**config.mk**
```make
export PLATFORM = sky130hd
export DESIGN_NAME = decimal_text_to_fixed_point
export DESIGN_NICKNAME = d
export VERILOG_FILES = /design/src/dtf_pkg.sv /design/src/dtf_front.sv /design/src/dtf_queue.sv /design/src/dtf_back.sv /design/src/decimal_text_to_fixed_point.sv
export SDC_FILE = /design/constraint.sdc
export NUM_CORES = 1
export LEC_CHECK = 0
export BUFFER_PORTS_ARGS = -buffer_cell sky130_fd_sc_hd__buf_4
export CAP_MARGIN = 5
export CORE_ASPECT_RATIO = 0.75
export CORE_MARGIN = 2
export CORE_UTILIZATION = 35
export DETAILED_ROUTE_END_ITERATION = 8
export SLEW_MARGIN = 25
export SYNTH_ARGS = -nofsm -noshare
export SYNTH_HDL_FRONTEND = slang
export SYNTH_SLANG_ARGS = --single-unit
export TNS_END_PERCENT = 30
```
**constraint.sdc**
```tcl
create_clock -name clk -period 5.8 [get_ports clk]
set_clock_uncertainty 0.2 [all_clocks]
set_input_delay 0.87 -clock clk [delete_from_list [all_inputs] [get_ports clk]]
set_output_delay 0.87 -clock clk [all_outputs]
set_load 0.1 [all_outputs]
```
**src/dtf_pkg.sv**
```systemverilog
// Package for the decimal text to fixed-point converter.
// Holds the widths, character codes, payload and job structs and the power-of-ten table.
// Used by every module of the block; depends on nothing.
package dtf_pkg;

  // Format of the result.
  localparam int INT_BITS        = 31;
  localparam int FRAC_BITS       = 16;
  localparam int MAX_FRAC_DIGITS = 9;
  localparam int VALUE_W         = 48;

  // Internal widths.
  localparam int FRAC_NUM_W = 30;   // nine decimal digits fit
  localparam int FRAC_CNT_W = 4;
  localparam int DIV_W      = 30;   // widest power of ten used
  localparam int REM_W      = DIV_W + 1;
  localparam int STEP_W     = $clog2(FRAC_BITS);
  localparam int PROD_W     = INT_BITS + 4;

  // Magnitude clamp.
  localparam int TOTAL_BITS = INT_BITS + FRAC_BITS;
  localparam int SUM_W      = TOTAL_BITS + 1;
  localparam int CAP_BITS   = (TOTAL_BITS >= VALUE_W - 1) ? VALUE_W - 1 : TOTAL_BITS;
  localparam logic [SUM_W-1:0] MAG_CAP = (SUM_W'(1) << CAP_BITS) - SUM_W'(1);
  localparam logic [INT_BITS-1:0] INT_LIMIT = {INT_BITS{1'b1}};

  // Queue between the parser and the formatter.
  localparam int QUEUE_DEPTH = 2;
  localparam int QPTR_W      = $clog2(QUEUE_DEPTH);
  localparam int QCNT_W      = $clog2(QUEUE_DEPTH + 1);

  // Character codes.
  localparam logic [7:0] CH_ZERO  = 8'd48;
  localparam logic [7:0] CH_NINE  = 8'd57;
  localparam logic [7:0] CH_DOT   = 8'h2E;
  localparam logic [7:0] CH_MINUS = 8'h2D;
  localparam logic [7:0] CH_PLUS  = 8'h2B;
  localparam logic [7:0] CH_SPACE = 8'h20;
  localparam logic [7:0] CH_TAB   = 8'h09;
  localparam logic [7:0] CH_CR    = 8'h0D;

  typedef struct packed {
    logic [7:0] ch;
    logic       start_req;
  } in_t;

  typedef struct packed {
    logic signed [VALUE_W-1:0] value;
    logic                      saturated;
  } out_t;

  // One finished number handed from the parser to the formatter.
  typedef struct packed {
    logic                  zero;
    logic                  negative;
    logic                  overflow;
    logic [INT_BITS-1:0]   int_acc;
    logic [FRAC_NUM_W-1:0] frac_num;
    logic [FRAC_CNT_W-1:0] frac_digits;
  } job_t;

  function automatic logic [DIV_W-1:0] pow10(input logic [FRAC_CNT_W-1:0] k);
    logic [DIV_W-1:0] r;
    case (k)
      4'd0:    r = DIV_W'(1);
      4'd1:    r = DIV_W'(10);
      4'd2:    r = DIV_W'(100);
      4'd3:    r = DIV_W'(1000);
      4'd4:    r = DIV_W'(10000);
      4'd5:    r = DIV_W'(100000);
      4'd6:    r = DIV_W'(1000000);
      4'd7:    r = DIV_W'(10000000);
      4'd8:    r = DIV_W'(100000000);
      4'd9:    r = DIV_W'(1000000000);
      default: r = DIV_W'(1);
    endcase
    return r;
  endfunction

endpackage

```
**src/dtf_front.sv**
```systemverilog
// Character parser: skips whitespace, tracks sign, integer and fraction digits.
// Emits one job per terminated number towards the queue. Depends on dtf_pkg.
module dtf_front (
  input  logic          clk,
  input  logic          rst_n,
  input  logic          in_valid,
  output logic          in_ready,
  input  dtf_pkg::in_t  in_data,
  output logic          push_valid,
  input  logic          push_ready,
  output dtf_pkg::job_t push_job
);
  import dtf_pkg::*;

  typedef enum logic [4:0] {
    PH_IDLE = 5'b00001,
    PH_WS   = 5'b00010,
    PH_SIGN = 5'b00100,
    PH_INT  = 5'b01000,
    PH_FRAC = 5'b10000
  } phase_t;

  phase_t                phase_r, phase_nxt, ph;
  logic                  neg_r, neg_nxt, neg;
  logic                  ovf_r, ovf_nxt, ovf;
  logic [INT_BITS-1:0]   int_r, int_nxt, iacc;
  logic [FRAC_NUM_W-1:0] fnum_r, fnum_nxt, fnum;
  logic [FRAC_CNT_W-1:0] fcnt_r, fcnt_nxt, fcnt;
  logic                  accept, is_digit, is_ws, fin, fin_zero;
  logic [3:0]            dval;
  logic [PROD_W-1:0]     prod;
  logic                  prod_ovf;
  logic [INT_BITS-1:0]   int_step;

  assign in_ready = push_ready;
  assign accept   = in_valid && in_ready;

  assign is_digit = (in_data.ch >= CH_ZERO) && (in_data.ch <= CH_NINE);
  assign is_ws    = (in_data.ch == CH_SPACE) ||
                    ((in_data.ch >= CH_TAB) && (in_data.ch <= CH_CR));
  assign dval     = 4'(in_data.ch - CH_ZERO);

  always_comb begin
    // A start marker drops anything in progress before this character is looked at.
    ph   = in_data.start_req ? PH_WS : phase_r;
    neg  = in_data.start_req ? 1'b0 : neg_r;
    ovf  = in_data.start_req ? 1'b0 : ovf_r;
    iacc = in_data.start_req ? '0 : int_r;
    fnum = in_data.start_req ? '0 : fnum_r;
    fcnt = in_data.start_req ? '0 : fcnt_r;

    prod     = (PROD_W'(iacc) << 3) + (PROD_W'(iacc) << 1) + PROD_W'(dval);
    prod_ovf = ovf || (prod[PROD_W-1:INT_BITS] != '0);
    int_step = prod_ovf ? INT_LIMIT : prod[INT_BITS-1:0];

    phase_nxt = ph;
    neg_nxt   = neg;
    ovf_nxt   = ovf;
    int_nxt   = iacc;
    fnum_nxt  = fnum;
    fcnt_nxt  = fcnt;
    fin       = 1'b0;
    fin_zero  = 1'b0;

    case (ph)
      PH_WS: begin
        if (is_ws) begin
          phase_nxt = PH_WS;
        end else if ((in_data.ch == CH_PLUS) || (in_data.ch == CH_MINUS)) begin
          neg_nxt   = (in_data.ch == CH_MINUS);
          phase_nxt = PH_SIGN;
        end else if (is_digit) begin
          int_nxt   = int_step;
          ovf_nxt   = prod_ovf;
          phase_nxt = PH_INT;
        end else if (in_data.ch == CH_DOT) begin
          phase_nxt = PH_FRAC;
        end else begin
          fin      = 1'b1;
          fin_zero = 1'b1;
        end
      end
      PH_SIGN: begin
        if (is_digit) begin
          int_nxt   = int_step;
          ovf_nxt   = prod_ovf;
          phase_nxt = PH_INT;
        end else begin
          fin      = 1'b1;
          fin_zero = 1'b1;
        end
      end
      PH_INT: begin
        if (is_digit) begin
          int_nxt = int_step;
          ovf_nxt = prod_ovf;
        end else if (in_data.ch == CH_DOT) begin
          phase_nxt = PH_FRAC;
        end else begin
          fin = 1'b1;
        end
      end
      PH_FRAC: begin
        if (is_digit) begin
          if (fcnt < FRAC_CNT_W'(MAX_FRAC_DIGITS)) begin
            fnum_nxt = (fnum << 3) + (fnum << 1) + FRAC_NUM_W'(dval);
            fcnt_nxt = fcnt + FRAC_CNT_W'(1);
          end
        end else begin
          fin = 1'b1;
        end
      end
      default: begin
        phase_nxt = PH_IDLE;
      end
    endcase

    if (fin) begin
      phase_nxt = PH_IDLE;
      neg_nxt   = 1'b0;
      ovf_nxt   = 1'b0;
      int_nxt   = '0;
      fnum_nxt  = '0;
      fcnt_nxt  = '0;
    end
  end

  assign push_valid           = accept && fin;
  assign push_job.zero        = fin_zero;
  assign push_job.negative    = neg;
  assign push_job.overflow    = ovf;
  assign push_job.int_acc     = iacc;
  assign push_job.frac_num    = fnum;
  assign push_job.frac_digits = fcnt;

  always_ff @(posedge clk) begin
    if (!rst_n) begin
      phase_r <= PH_IDLE;
      neg_r   <= 1'b0;
      ovf_r   <= 1'b0;
      int_r   <= '0;
      fnum_r  <= '0;
      fcnt_r  <= '0;
    end else if (accept) begin
      phase_r <= phase_nxt;
      neg_r   <= neg_nxt;
      ovf_r   <= ovf_nxt;
      int_r   <= int_nxt;
      fnum_r  <= fnum_nxt;
      fcnt_r  <= fcnt_nxt;
    end
  end

endmodule

```
**src/dtf_queue.sv**
```systemverilog
// Short job queue between the parser and the formatter.
// Register-based, two entries. Depends on dtf_pkg.
module dtf_queue (
  input  logic          clk,
  input  logic          rst_n,
  input  logic          push_valid,
  output logic          push_ready,
  input  dtf_pkg::job_t push_job,
  output logic          pop_valid,
  input  logic          pop_ready,
  output dtf_pkg::job_t pop_job
);
  import dtf_pkg::*;

  job_t              mem_r [QUEUE_DEPTH];
  logic [QPTR_W-1:0] wr_ptr_r, rd_ptr_r;
  logic [QCNT_W-1:0] count_r, count_nxt;
  logic              push, pop;

  assign push_ready = (count_r != QCNT_W'(QUEUE_DEPTH));
  assign pop_valid  = (count_r != '0);
  assign pop_job    = mem_r[rd_ptr_r];
  assign push       = push_valid && push_ready;
  assign pop        = pop_valid && pop_ready;

  always_comb begin
    count_nxt = count_r;
    if (push && !pop) begin
      count_nxt = count_r + QCNT_W'(1);
    end else if (pop && !push) begin
      count_nxt = count_r - QCNT_W'(1);
    end
  end

  always_ff @(posedge clk) begin
    if (push) begin
      mem_r[wr_ptr_r] <= push_job;
    end
  end

  always_ff @(posedge clk) begin
    if (!rst_n) begin
      wr_ptr_r <= '0;
      rd_ptr_r <= '0;
      count_r  <= '0;
    end else begin
      if (push) begin
        wr_ptr_r <= (wr_ptr_r == QPTR_W'(QUEUE_DEPTH - 1)) ? '0 : wr_ptr_r + QPTR_W'(1);
      end
      if (pop) begin
        rd_ptr_r <= (rd_ptr_r == QPTR_W'(QUEUE_DEPTH - 1)) ? '0 : rd_ptr_r + QPTR_W'(1);
      end
      count_r <= count_nxt;
    end
  end

  a_count_bound: assert property (@(posedge clk) disable iff (!rst_n)
    count_r <= QCNT_W'(QUEUE_DEPTH))
    else $error("queue fill count beyond depth");

endmodule

```
**src/dtf_back.sv**
```systemverilog
// Formatter: bit-serial fraction divider, clamp, sign and output register.
// Takes jobs from the queue and drives the result channel. Depends on dtf_pkg.
module dtf_back (
  input  logic          clk,
  input  logic          rst_n,
  input  logic          pop_valid,
  output logic          pop_ready,
  input  dtf_pkg::job_t pop_job,
  output logic          out_valid,
  input  logic          out_ready,
  output dtf_pkg::out_t out_data
);
  import dtf_pkg::*;

  typedef enum logic [2:0] {
    B_IDLE = 3'b001,
    B_DIV  = 3'b010,
    B_FIN  = 3'b100
  } bstate_t;

  bstate_t             state_r, state_nxt;
  logic [STEP_W-1:0]   step_r;
  logic [REM_W-1:0]    rem_r, rem2;
  logic [DIV_W-1:0]    div_r;
  logic [FRAC_BITS-1:0] quo_r;
  logic [INT_BITS-1:0] int_r;
  logic                zero_r, neg_r, ovf_r;
  logic                rem_ge;
  logic [SUM_W-1:0]    sum;
  logic                sat;
  logic [VALUE_W-1:0]  mag;
  logic                load;
  logic                out_valid_r;
  out_t                out_r;

  assign pop_ready = (state_r == B_IDLE);
  assign rem2      = {rem_r[REM_W-2:0], 1'b0};
  assign rem_ge    = (rem2 >= REM_W'(div_r));
  assign load      = (state_r == B_FIN) && (!out_valid_r || out_ready);

  always_comb begin
    sum = (SUM_W'(int_r) << FRAC_BITS) + SUM_W'(quo_r);
    sat = 1'b0;
    mag = VALUE_W'(sum);
    if (zero_r) begin
      mag = '0;
    end else if (ovf_r || (sum > MAG_CAP)) begin
      mag = VALUE_W'(MAG_CAP);
      sat = 1'b1;
    end
  end

  always_comb begin
    state_nxt = state_r;
    case (state_r)
      B_IDLE:  if (pop_valid) state_nxt = B_DIV;
      B_DIV:   if (step_r == STEP_W'(FRAC_BITS - 1)) state_nxt = B_FIN;
      B_FIN:   if (load) state_nxt = B_IDLE;
      default: state_nxt = B_IDLE;
    endcase
  end

  always_ff @(posedge clk) begin
    if (state_r == B_IDLE) begin
      // The kept digits are always below 10^k, so the remainder starts below the divisor.
      rem_r  <= REM_W'(pop_job.frac_num);
      div_r  <= pow10(pop_job.frac_digits);
      quo_r  <= '0;
      int_r  <= pop_job.int_acc;
      zero_r <= pop_job.zero;
      neg_r  <= pop_job.negative && !pop_job.zero;
      ovf_r  <= pop_job.overflow;
    end else if (state_r == B_DIV) begin
      rem_r <= rem_ge ? rem2 - REM_W'(div_r) : rem2;
      quo_r <= {quo_r[FRAC_BITS-2:0], rem_ge};
    end
    if (load) begin
      out_r.value     <= neg_r ? -$signed(mag) : $signed(mag);
      out_r.saturated <= sat;
    end
  end

  always_ff @(posedge clk) begin
    if (!rst_n) begin
      state_r     <= B_IDLE;
      step_r      <= '0;
      out_valid_r <= 1'b0;
    end else begin
      state_r <= state_nxt;
      if (state_r == B_DIV) begin
        step_r <= step_r + STEP_W'(1);
      end else begin
        step_r <= '0;
      end
      if (load) begin
        out_valid_r <= 1'b1;
      end else if (out_ready) begin
        out_valid_r <= 1'b0;
      end
    end
  end

  assign out_valid = out_valid_r;
  assign out_data  = out_r;

  a_rem_below_div: assert property (@(posedge clk) disable iff (!rst_n)
    (state_r == B_DIV) |-> (rem_r < REM_W'(div_r)))
    else $error("divider remainder not below divisor");

  a_step_idle: assert property (@(posedge clk) disable iff (!rst_n)
    (state_r != B_DIV) |-> (step_r == '0))
    else $error("divider step count active outside division");

  a_sat_value: assert property (@(posedge clk) disable iff (!rst_n)
    (out_valid_r && out_r.saturated) |->
      ((out_r.value == $signed(VALUE_W'(MAG_CAP))) ||
       (out_r.value == -$signed(VALUE_W'(MAG_CAP)))))
    else $error("saturated result not at the clamp magnitude");

endmodule

```
**src/decimal_text_to_fixed_point.sv**
```systemverilog
// Top level of the decimal text to fixed-point converter.
// Instantiates dtf_front, dtf_queue and dtf_back; depends on dtf_pkg.
//
// Usage: characters arrive one per transfer on the in_ channel. A transfer with
// start_req set begins a new number and drops any number still being read.
// Leading whitespace is skipped, a sign counts only when a digit follows, and the
// first character that fits no part of the number ends it. That character
// produces one transfer on the out_ channel carrying the Q31.16 value and the
// saturation flag; every other character produces nothing.
// Throughput: the parser takes one character per cycle. Each finished number
// then occupies the formatter while its bit-serial divider scales the
// fraction digits; a two-entry queue lets the parser run ahead while the
// formatter works, and in_ready drops only when that queue is full.
// The job of the terminating character passes through the queue and the
// divider into the output register.
// Reset (rst_n low, synchronous) returns the parser to idle, empties the queue
// and drops out_valid. When the receiver stalls, the result is held in the
// output register while the formatter finishes the next job behind it.
module decimal_text_to_fixed_point (
  input  logic          clk,
  input  logic          rst_n,
  input  logic          in_valid,
  output logic          in_ready,
  input  dtf_pkg::in_t  in_data,
  output logic          out_valid,
  input  logic          out_ready,
  output dtf_pkg::out_t out_data
);
  import dtf_pkg::*;

  logic push_valid, push_ready;
  logic pop_valid, pop_ready;
  job_t push_job, pop_job;

  // Parser: classifies each character and accumulates the digits.
  dtf_front u_front (
    .clk        (clk),
    .rst_n      (rst_n),
    .in_valid   (in_valid),
    .in_ready   (in_ready),
    .in_data    (in_data),
    .push_valid (push_valid),
    .push_ready (push_ready),
    .push_job   (push_job)
  );

  // Decouples the parser from the slower formatter.
  dtf_queue u_queue (
    .clk        (clk),
    .rst_n      (rst_n),
    .push_valid (push_valid),
    .push_ready (push_ready),
    .push_job   (push_job),
    .pop_valid  (pop_valid),
    .pop_ready  (pop_ready),
    .pop_job    (pop_job)
  );

  // Formatter: scales the fraction, clamps, applies the sign.
  dtf_back u_back (
    .clk       (clk),
    .rst_n     (rst_n),
    .pop_valid (pop_valid),
    .pop_ready (pop_ready),
    .pop_job   (pop_job),
    .out_valid (out_valid),
    .out_ready (out_ready),
    .out_data  (out_data)
  );

endmodule

```
# Yosys cells after proc, flatten, opt, wreduce, memory -nomap -nowiden

Memories as Yosys holds them, arrays and structs flattened. A register that Yosys moved wholly into a read port is not among the register bits.
Cells that the tools add are included.

Input bits: 13
Bits in read-only memories: 480
Output and inout port bits: 51
RAM bits: 136
Memories kept: 2
Register bits: 213

Memory list:

| name            | depth | width | rd ports | clocked after memory_dff | write ports | RTL line        | source |
|---|---|---|---|---|---|---|---|
| (no name shown) | 16    | 30    | 1        | 1                        | 0           | dtf_pkg.sv:64   | `case (k)` |
| u_queue.mem_r   | 2     | 68    | 1        | 1                        | 1           | dtf_queue.sv:15 | `job_t mem_r [QUEUE_DEPTH];` |

Mux-type cells: 65
Eq/ne operators: 16
Add/subtract/negate cells: 14
$lt $le $gt $ge: 7
Reduce and logical (&&, ||, !) cells: 28

Operators with widths:

| kind                 | count |
|---|---|
| $mux 30              | 8 |
| $mux 31              | 6 |
| $mux 48              | 3 |
| $pmux 31 s2          | 1 |
| $add 47x16->48       | 1 |
| $gt 48x47->1 const B | 1 |
| $neg 48->48          | 1 |
| $mux 5               | 8 |
| $add 34x32->35       | 1 |
| $add 35x4->35        | 1 |
| $eq 8x6->1 const B   | 4 |
| $ge 31x30->1         | 1 |
| $add 30x30->30       | 1 |
| $add 30x4->30        | 1 |
| $sub 30x30->30       | 1 |
| $mux 1               | 24 |
| $mux 4               | 5 |
| $pmux 5 s4           | 1 |
| $logic_and 1x1->1    | 10 |
| $mux 3               | 3 |
| $pmux 3 s3           | 1 |
| $add 4x1->4 const B  | 2 |
| $ge 8x4->1 const B   | 1 |
| $ge 8x6->1 const B   | 1 |
| 27 further kinds     | 43 |

# Longest topological paths before layout

Gate-level depths: netlist (run 1).

Depth after elaboration: 12
Depth in mapped cells: 19
Depth with buffers taken out: 14

# By module

Synthesis (run 1) repeated with hierarchy kept, for this count alone.

Cell total of the unflattened synthesis: 2191
Area, all modules: 22092.4 µm²

Modules (own cells, without submodules):

| module    | sequential area each (µm²) | instances | cells each | area each (µm²) |
|---|---|---|---|---|
| dtf_back  | 4564.4                     | 1         | 995        | 9392.8 |
| dtf_front | 1441.4                     | 1         | 960        | 7473.4 |
| dtf_queue | 4184.0                     | 1         | 236        | 5226.3 |

# Worst setup path after synthesis (run 1)

Ideal clock, no wire load.

Kind: input -> register
From: input port in_data[4] (netlist name)
To: memory u_queue.mem_r[0][0] (netlist name), enable pin
Data required time: 5096 ps
Library setup time: 504 ps
Stages on the path: 9
Data arrival time: 5323 ps
Slack: -227 ps
Cell sequence: clkbuf_1 > o21ai_0 > and4_1 > clkbuf_1 > nor2_1 > a31o_1 > buf_6 > and2_1 > nor2b_1

Longest elaborated chain between the ends: 10
Elaborated cells on any way between the ends: 22
Classes of those cells: order compare: 4; eq/ne: 4; mux: 8; reduce/logical: 6

Ends and longest elaborated chain:

| item                                               | RTL line                                          | source |
|---|---|---|
| from (decl)                                        | decimal_text_to_fixed_point.sv:24                 | `input dtf_pkg::in_t in_data,` |
| $ge 8x6->1, or another cell as far along           | dtf_front.sv:38                                   | `assign is_digit = (in_data.ch >= CH_ZERO) && (in_data.ch <= CH_NINE);` |
| $logic_and 1x1->1 / $mux 1 (equally long branches) | dtf_front.sv:38, dtf_front.sv:76, dtf_front.sv:97 |  |
| $mux 1                                             | dtf_front.sv:94                                   | `if (is_digit) begin` |
| $mux 1                                             | dtf_front.sv:69                                   | `end else if ((in_data.ch == CH_PLUS) \|\| (in_data.ch == CH_MINUS)) begin` |
| $mux 1                                             | dtf_front.sv:67                                   | `if (is_ws) begin` |
| $pmux 1 s3 *                                       | dtf_front.sv:65                                   | `case (ph)` |
| $logic_and 1x1->1 *                                | dtf_front.sv:128                                  | `assign push_valid = accept && fin;` |
| $logic_and 1x1->1 *                                | dtf_queue.sv:23                                   | `assign push = push_valid && push_ready;` |
| named net u_queue.push                             | dtf_queue.sv:18                                   | `logic push, pop;` |
| $mux 1 *                                           | dtf_queue.sv:36                                   | `if (push) begin` |
| $mux 1 (implied by the code) *                     | dtf_queue.sv:37                                   | `mem_r[wr_ptr_r] <= push_job;` |
| to (decl)                                          | dtf_queue.sv:15                                   |  |

Mark *: on every way through the listed nets, which the timed path passes. The rest lies on a longest branch.

==> results of run 1 <==
-- cell families after synthesis --
kind of cell,count (synthesis),synth area share [%]
simple gates,701,16.0
mux,76,3.69
xor+xnor,104,4.17
compound gates,586,17.6
flops,373,46.6
buf+inv,149,2.72
fa+ha+maj,159,9.23
-- layer usage --
layer	GRT usage [%]	wire, um	vias up
li1	-	-	8092
met1	25.6	27800	7775
met3	2.48	3280	63
met4	4.22	1010	0
met5	0	0	-
met2	23.1	21200	490
-- worst register-to-register path, cell delays in order, from the launching register on --
cell and delay (ns):
dfxtp_1 0.32, nor2b_1 0.37, ha_1 0.32, ha_1 0.25
fa_1 0.42, a21oi_1 0.23, o21ai_1 0.16, a41o_1 0.29
and3_1 0.16, or2_4 0.26, o311ai_4 0.41, nand4_2 0.72
a211oi_1 0.50, o21ai_0 0.13
-- flip-flops by register name, summed over array words and instances (netlist names), 2 cells and up, named ones only --
register,flops
u_queue.mem_r,136
u_back.out_data,49
u_back.int_r,31
u_front.int_r,31
u_back.rem_r,30
u_front.fnum_r,30
u_back.div_r,23
u_back.quo_r,16
u_front.phase_r,5
u_back.step_r,4
u_front.fcnt_r,4
u_back.state_r,3
u_queue.count_r,2
-- final timing paths --
check | end | slack (ns) | cells past startpoint
max | u_front.int_r[1] | 0.67 | 14
min | u_front.int_r[14] | 0.24 | 2
min reg2reg | u_front.int_r[14] | 0.24 | 2
max reg2reg | u_front.int_r[1] | 0.94 | 13
-- where the power goes --
group / leakage [nW] / internal, mW / total (mW) / switching, mW
clock network: 0.674 / 1.56 / 2.67 / 1.11
logic: 5.65 / 1.78 / 4.65 / 2.88
registers: 3.42 / 3.56 / 3.89 / 0.332
total: 9.74 / 6.89 / 11.2 / 4.32
-- area by class of cell --
cell class / instances / area share (%)
Tap cell: 810 / 4.11
Sequential cell: 373 / 41.4
Inverter: 52 / 0.792
Multi-Input combinational cell: 1626 / 45.2
Clock buffer: 61 / 4.93
Clock inverter: 15 / 0.681
Timing Repair Buffer: 93 / 2.88
-- placed cells by master (no fill, tap or decap), types with 25 or more instances in the layout --
cell,instances
a211oi_1,51
a21o_1,49
a21oi_1,135
a22o_1,25
buf_4,92
clkbuf_16,44
dfxtp_1,100
edfxtp_1,272
ha_1,155
inv_1,50
mux2_2,37
mux2i_1,39
nand2_1,143
nand3_1,46
nor2_1,176
nor2b_1,126
nor3_1,61
o21ai_0,134
xnor2_1,69
xor2_1,35
==> results.py, run 1 <==
metrics = {
    "route": {
        "first_pass_iters": 5,
        "viasPerCell": 5.42,
        "wl_per_cell_um": 17.6,
        "routed_wl_mm": 53.3,
        "ant_nets": 0,
        "vias": 16400,
        "drc": 0,
        "drtIter0Drc": 1495,
    },
    "setup_path": {
        "endpoint_kind": "register",
        "worst_path_max_delay_cell": "nand4_2",
        "cp_top_family": "compound AO/OA/AOI/OAI gates",
        "cp_max_fo": 33,
        "cp_num_buf_inv": 1,
        "worstPathCellList": "buf_4 > nor2b_1 > ha_1 > ha_1 > fa_1 > a21oi_1 > o21ai_1 > a41o_1 > and3_1 > or2_4 > o311ai_4 > nand4_2 > a211oi_1 > o21ai_0",
        "crit_top_cell": "ha_1",
        "required_ns": 6.03,
        "critPathKind": "in2reg",
        "critPathArrivalTime_ns": 5.37,
        "slowest_delay_ns": 0.72,
        "startpoint": "in_data[0]",
        "cp-start-kind": "input pin",
        "r2r_start": "u_front.int_r[1]",
    },
    "cts": {
        "clkSinkCount": 373,
        "cts_hold_buf": 0,
        "post_cts_buffers": 0,
        "cts_tree": "yes",
        "insertion_delay_ns": 0.57,
        "root_buffer": "clkbuf_16",
        "h-tree-depth": 2,
        "clockBufferDepth": 3,
        "numCtsBuffers": 41,
        "path_clk_slew_ns": 0.07,
        "post_cts_resized": 0,
    },
    "floorplanning": {
        "rows": 79,
        "die_area_um2": 64500,
        "die_x_um": 293,
        "initial_core_util_pct": 35.3,
        "core-area_um2": 61900,
        "die_h_um": 220,
        "num_io_pins": 64,
    },
    "logic_synthesis": {
        "synth_most_common_cell": "edfxtp_1",
        "synth_nets": 2320,
        "synthTopCellsByArea": "edfxtp_1 (37%), dfxtp_1 (9.2%), ha_1 (8.9%), nor2b_1 (3.7%), a21oi_1 (3.1%)",
        "synth_cell_types": 83,
        "synth_warnings": 0,
        "ys_async_sr_fraction_pct": 0,
        "netlist_top_cells_count": "edfxtp_1 (272), nor2_1 (177), ha_1 (155)",
        "synth.top_cell.area_share_pct": 37.3,
        "synthCells": 2148,
        "synth-seq-cells": 373,
        "syn_area_um2": 21900,
        "yosysTopAreaCell": "edfxtp_1",
        "avgSynthCellArea_um2": 10.2,
        "yosysSeqAreaShare_pct": 46.6,
        "synth_top_flop_cell": "edfxtp_1",
        "synth_enable_flop_cells": 272,
    },
    "place": {
        "placed_cells": 2954,
        "numPortBuffers": 63,
        "placed_area_um2": 23200,
        "post-place-ws_ns": 0.151,
        "gp_congestion": 0.895,
        "hpwl_mm": 37.7,
    },
    "finish": {
        "seqCellArea_um2": 10200,
        "finalNonFillerCells": 3030,
        "multi_input_area_um2": 11100,
        "post-route-util_pct": 39.8,
        "syn_to_final_growth_pct": 12.7,
        "drive_gt1_share_pct": 10.8,
        "antenna_cells": 0,
        "final_area_um2": 24600,
        "fill_cells": 5950,
        "nNetsFinal": 2359,
    },
    "power": {
        "leakagePower_nw": 9.74,
        "powerDensity_nw_per_um2": 455,
        "p_total_mw": 11.2,
        "vdd_drop_max_v": 0.000247,
    },
    "timing": {
        "fmax_mhz": 195,
        "tightest_slew_ns": 1.05,
        "max-slew-margin-rel_pct": 29.7,
        "whs_ns": 0.241,
        "finalCritPeriodShare_pct": 88.5,
        "slew_viol_final": 0,
        "hold_viol_final": 0,
        "finalSetupViolations": 0,
        "fin_tns_setup_ns": 0,
        "layout_setup_ws_ns": 0.667,
        "final.min_clock_period_ns": 5.13,
        "rsz0062_at_grt": "false",
    },
    "worst_hold_path": {
        "holdCritPathClass": "reg2reg",
        "min-delay-start": "u_front.int_r[14]",
    },
    "grt": {
        "grt_pass1_vias": 15300,
        "grt_max_degree": 82,
        "track_usage_pct": 16.3,
        "antenna_found_initial": 1,
        "grt_first_pass_wirelength_mm": 85.0,
        "grt_overflow": 0,
    },
    "run_status": {
        "status": "finished clean",
    },
    "flow_run": {
        "drv_cap": 0,
    },
}
(Power assumes the default switching activity.)
==> run 2, diff against run 1 <==
Settings changed: ABC_CLOCK_PERIOD_IN_PS from default to 5800, CORE_MARGIN 2 to default.
==> run 2 against run 1 <==
Against the previous run:
- routed wire length shrank 0.17%
- via count grew 0.97%
- clock-buffer cell count shrank 4
- clock power increased by 2%
- power up 0.58%
- cell area hardly changed
- sequential power is essentially flat
- hold slack better by 0.0020 ns
- final cell count is 0.20% lower
- non-clock buffer count up 2
- flip-flop and latch count is the same
- critical path depth unchanged
==> results.py, run 2 (synthesized netlist as in run 1, its figures left out) <==
metrics = {
    "run_status": {
        "status": "finished clean",
    },
    "finish": {
        "final_common_cell": "edfxtp_1",
        "syn_to_final_growth_pct": 12.7,
        "drive_gt1_share_pct": 10.8,
        "fill_cells": 5882,
        "nNetsFinal": 2362,
        "final_cell_mix": "edfxtp_1 (272), nor2_1 (176), ha_1 (155), nand2_1 (143), a21oi_1 (135)",
        "multi_input_area_um2": 11100,
        "seqCellArea_um2": 10200,
        "antenna_cells": 0,
        "largest_reg_flops": 136,
        "final_area_um2": 24600,
        "regMostFlops": "u_queue.mem_r",
    },
    "setup_path": {
        "worst_path_max_delay_cell": "nand4_2",
        "reg2reg_to": "u_front.int_r[29]",
        "reg2regPathDepth": 13,
        "cp-start-kind": "input pin",
        "ff2ff_setup_slack_ns": 1.03,
        "endpoint_kind": "register",
        "worstPathCellList": "buf_4 > nor2b_1 > xor2_1 > ha_1 > fa_1 > a21oi_1 > o21ai_1 > a41o_1 > and3_1 > or2_4 > o311ai_4 > nand4_2 > o31ai_1 > nor3_1",
        "slowest_delay_ns": 0.65,
        "critPathArrivalTime_ns": 5.34,
        "cp_max_fo": 43,
        "r2r_start": "u_front.int_r[1]",
        "critPathKind": "in2reg",
        "required_ns": 6.04,
    },
    "floorplanning": {
        "initial_core_util_pct": 35.8,
        "die_area_um2": 63500,
        "core-area_um2": 61100,
        "die_x_um": 291,
        "die_h_um": 218,
        "rows": 78,
        "num_io_pins": 64,
    },
    "power": {
        "vdd_drop_max_v": 0.000251,
        "switchingPower_mw": 4.34,
        "powerDensity_nw_per_um2": 458,
        "clockPowerShare_pct": 24.2,
        "p_sw_share_pct": 38.4,
        "combinationalPowerShare_pct": 41.2,
        "power.share.sequential_pct": 34.6,
        "leakagePower_nw": 9.74,
        "p_total_mw": 11.3,
        "p_int_mw": 6.94,
    },
    "route": {
        "drc": 0,
        "first_pass_iters": 5,
        "wl_per_cell_um": 17.6,
        "drtIter0Drc": 1694,
        "vias": 16600,
        "routed_wl_mm": 53.2,
        "ant_nets": 0,
        "viasPerCell": 5.48,
    },
    "timing": {
        "final.min_clock_period_ns": 5.10,
        "rsz0062_at_grt": "false",
        "whs_ns": 0.243,
        "slew_viol_final": 0,
        "hold_viol_final": 0,
        "finalCritPeriodShare_pct": 88.0,
        "fmax_mhz": 196,
        "layout_setup_ws_ns": 0.699,
        "finalSetupViolations": 0,
        "tightest_slew_ns": 1.00,
        "fin_tns_setup_ns": 0,
        "max-slew-margin-rel_pct": 33.0,
    },
    "cts": {
        "clkSinkCount": 373,
        "root_buffer": "clkbuf_16",
        "post_cts_buffers": 0,
        "cts_hold_buf": 0,
        "post_cts_resized": 0,
        "cts_tree": "yes",
        "h-tree-depth": 2,
        "path_clk_slew_ns": 0.06,
        "clockBufferDepth": 3,
        "insertion_delay_ns": 0.58,
        "numCtsBuffers": 42,
    },
    "flow_run": {
        "drv_cap": 0,
    },
    "place": {
        "numPortBuffers": 63,
        "gp_congestion": 0.916,
        "placed_area_um2": 23200,
        "post-place-ws_ns": 0.147,
        "hpwl_mm": 37.5,
    },
    "grt": {
        "grt_max_degree": 82,
        "grt_util_met3_pct": 2.62,
        "grt_first_pass_wirelength_mm": 86.0,
        "track_usage_pct": 16.7,
        "grtUsageMet1_pct": 26.1,
        "grt_pass1_vias": 15500,
        "grt_overflow": 0,
        "grt-busiest-layer": "met1",
        "grt_util_met2_pct": 23.1,
        "antenna_found_initial": 0,
    },
    "worst_hold_path": {
        "hold_path_end": "u_front.int_r[16]",
        "hold_path_depth": 2,
        "min-delay-start": "u_front.int_r[16]",
        "holdCritPathClass": "reg2reg",
    },
}
-- run 2: cell type report --
type | count | share of cell area, %
multi-input combinational | 1626 | 45.2
timing repair buffer | 95 | 2.89
clock buffer | 57 | 4.70
clock inverter | 21 | 1.01
tap | 800 | 4.06
sequential | 373 | 41.4
inverter | 52 | 0.792
-- run 2: metrics by stage --
step,util (%),std cells
floorplan,-,2148
global placement,38.0,2946
detailed placement,38.0,2946
CTS,40.3,3024
global route,40.3,3024
finish,40.3,3024
-- run 2: critical path: cells and delay by family --
family                   cells  cell delay (ns)
AO/OA/AOI/OAI                5             1.56
AND/OR/NAND/NOR              5             1.40
adder cells (fa/ha/maj)      2             0.83
buffers and inverters        1             0.43
XOR/XNOR                     1             0.19
-- run 2: worst max-delay path by stage --
| stage | from | to | slack [ns] | cells after the start |
|---|---|---|---|---|
| floorplan | in_data[0] | u_front.int_r[12] | 0.45 | 17 |
| CTS | in_data[0] | u_front.int_r[29] | 0.75 | 14 |
| finish | in_data[0] | u_front.int_r[29] | 0.70 | 14 |
| global placement | in_data[0] | u_front.int_r[29] | 0.17 | 14 |
| global route | in_data[0] | u_front.int_r[25] | 0.33 | 14 |
| detailed placement | in_data[0] | u_front.int_r[20] | 0.15 | 14 |
-- run 2: power groups by stage --
stage | Sequential (mW) | Clock, mW | Combinational (mW)
2_1_floorplan | 3.78 | 0 | 3.62
3_3_place_gp | 3.93 | 0 | 4.53
3_5_place_dp | 3.95 | 0 | 4.60
4_1_cts | 3.89 | 2.80 | 4.62
5_1_grt | 3.95 | 2.89 | 5.19
6_report | 3.90 | 2.73 | 4.65
-- run 2: per-layer routing --
metal | up-vias | part of all wire, % | routed length [um]
met3 | 78 | 6.5 | 3450
met2 | 552 | 39 | 20800
li1 | 8074 | - | -
met4 | 0 | 2.0 | 1040
met5 | - | 0 | 0
met1 | 7875 | 52 | 27900
==> run 3, diff against run 2 <==
Settings changed: CTS_BUF_LIST from default to sky130_fd_sc_hd__clkbuf_8.
==> run 3 against run 2 <==
Against the previous run:
- die area unchanged
- combinational power is essentially flat
- maximum frequency up 1.6%
- via count up 0.64%
- register-to-register slack better by 0.02 ns
- utilization hardly changed
==> results.py, run 3 (synthesized netlist as in run 1, its figures left out) <==
metrics = {
    "cts": {
        "root_buffer": "clkbuf_8",
        "clockBufferDepth": 3,
        "numCtsBuffers": 69,
        "path_clk_slew_ns": 0.06,
        "cts_tree": "yes",
        "cts_hold_buf": 0,
        "clkSinkCount": 373,
        "h-tree-depth": 3,
        "insertion_delay_ns": 0.65,
        "post_cts_resized": 0,
        "post_cts_buffers": 0,
    },
    "timing": {
        "rsz0062_at_grt": "false",
        "hold_viol_final": 0,
        "tightest_slew_ns": 1.00,
        "slew_viol_final": 0,
        "final.min_clock_period_ns": 5.02,
        "layout_setup_ws_ns": 0.778,
        "finalCritPeriodShare_pct": 86.6,
        "finalSetupViolations": 0,
        "fmax_mhz": 199,
        "fin_tns_setup_ns": 0,
        "max-slew-margin-rel_pct": 33.1,
    },
    "setup_path": {
        "cp-start-kind": "input pin",
        "cp_num_buf_inv": 1,
        "endpoint_kind": "register",
        "cp_max_fo": 43,
        "crit_top_cell": "o21ai_1",
        "required_ns": 6.12,
        "worstPathCellList": "buf_4 > nor2b_1 > xor2_1 > ha_1 > fa_1 > a21oi_1 > o21ai_1 > a41o_1 > and3_1 > or2_4 > o311ai_4 > nand4_2 > a211oi_1 > o21ai_1",
        "slowest_delay_ns": 0.65,
        "cp_top_family": "compound AO/OA/AOI/OAI gates",
        "critPathArrivalTime_ns": 5.34,
        "worst_path_max_delay_cell": "nand4_2",
        "r2r_start": "u_front.int_r[0]",
        "critPathKind": "in2reg",
        "startpoint": "in_data[0]",
    },
    "place": {
        "gp_congestion": 0.916,
        "placed_area_um2": 23200,
        "placed_cells": 2946,
        "hpwl_mm": 37.5,
        "numPortBuffers": 63,
        "post-place-ws_ns": 0.147,
    },
    "power": {
        "clockPowerShare_pct": 23.1,
        "p_total_mw": 11.1,
        "p_sw_share_pct": 39.2,
        "switchingPower_mw": 4.37,
        "p_int_mw": 6.77,
        "power.share.sequential_pct": 35.0,
        "leakagePower_nw": 9.85,
        "vdd_drop_max_v": 0.000224,
        "combinationalPowerShare_pct": 41.8,
        "powerDensity_nw_per_um2": 452,
    },
    "route": {
        "first_pass_iters": 6,
        "wl_per_cell_um": 17.5,
        "viasPerCell": 5.44,
        "drtIter0Drc": 1486,
        "vias": 16700,
        "drc": 0,
        "ant_nets": 0,
        "routed_wl_mm": 53.8,
    },
    "floorplanning": {
        "core-area_um2": 61100,
        "die_x_um": 291,
        "die_area_um2": 63500,
        "num_io_pins": 64,
        "rows": 78,
        "die_h_um": 218,
        "initial_core_util_pct": 35.8,
    },
    "finish": {
        "drive_gt1_share_pct": 11.9,
        "final_cell_mix": "edfxtp_1 (272), nor2_1 (176), ha_1 (155), nand2_1 (143), a21oi_1 (135)",
        "final_area_um2": 24600,
        "finalNonFillerCells": 3068,
        "regMostFlops": "u_queue.mem_r",
        "nNetsFinal": 2389,
        "final_common_cell": "edfxtp_1",
        "syn_to_final_growth_pct": 12.6,
        "largest_reg_flops": 136,
    },
    "worst_hold_path": {
        "holdCritPathClass": "reg2reg",
        "min-delay-start": "u_front.int_r[12]",
    },
    "grt": {
        "antenna_found_initial": 0,
        "grt_pass1_vias": 15800,
        "track_usage_pct": 16.9,
        "grt_first_pass_wirelength_mm": 86.8,
        "grt_max_degree": 82,
        "grt_overflow": 0,
    },
    "run_status": {
        "status": "finished clean",
    },
    "flow_run": {
        "drv_cap": 0,
    },
}
run 3: cell count changes in the layout (fill, tap and decap cells not counted), moves of 2 or more:
cell        delta
inv_1         +19
clkinv_2       +2
clkinvlp_4     -4
clkinv_4       -3
clkbuf_8      +71
inv_6          +2
clkbuf_1      -11
clkbuf_16     -43
clkinv_1       +7
run 3: worst paths after layout:
path,endpoint,slack [ns],cells after the start
worst max register to register,u_front.int_r[24],1.05,13
worst min-delay path,u_front.int_r[12],0.24,2
worst min register to register,u_front.int_r[12],0.24,2
worst max-delay path,u_front.int_r[24],0.78,14
run 3: worst register-to-register path: stages (launching register included):
cell and delay [ns]:
dfxtp_1 0.32, nor2b_1 0.38, xor2_1 0.20, ha_1 0.29, fa_1 0.48, a21oi_1 0.25
o21ai_1 0.16, a41o_1 0.29, and3_1 0.17, or2_4 0.26, o311ai_4 0.41, nand4_2 0.65
a211oi_1 0.48, o21ai_1 0.10
run 3: stage by stage:
step	util [%]	hold slack, ns
6_report	40.3	0.242
5_1_grt	40.3	0.258
3_3_place_gp	38.0	0.226
3_5_place_dp	38.0	0.234
4_1_cts	40.3	0.245
2_1_floorplan	-	0.215
run 3: routing by layer:
layer | up-vias | track usage (%) | share of wire [%]
met5 | - | 0 | 0
met4 | 0 | 5.68 | 2.2
met3 | 87 | 2.82 | 6.4
met2 | 562 | 23.2 | 39
met1 | 7892 | 26.1 | 52
li1 | 8144 | - | -
run 3: power groups by stage:
stage,sequential (mW),clock (mW),combinational [mW]
floorplan,3.78,0,3.62
global placement,3.93,0,4.53
detailed placement,3.95,0,4.60
CTS,3.90,2.66,4.62
global route,3.95,2.77,5.19
finish,3.90,2.58,4.66
run 3: cell type report:
class / count / area, um^2
tap: 800 / 1000
clock buffer: 74 / 1020
multi-input combinational: 1626 / 11100
antenna: 1 / 2.50
fill: 5911 / 36500
inverter: 52 / 195
sequential: 373 / 10200
timing repair buffer: 95 / 713
clock inverter: 47 / 370
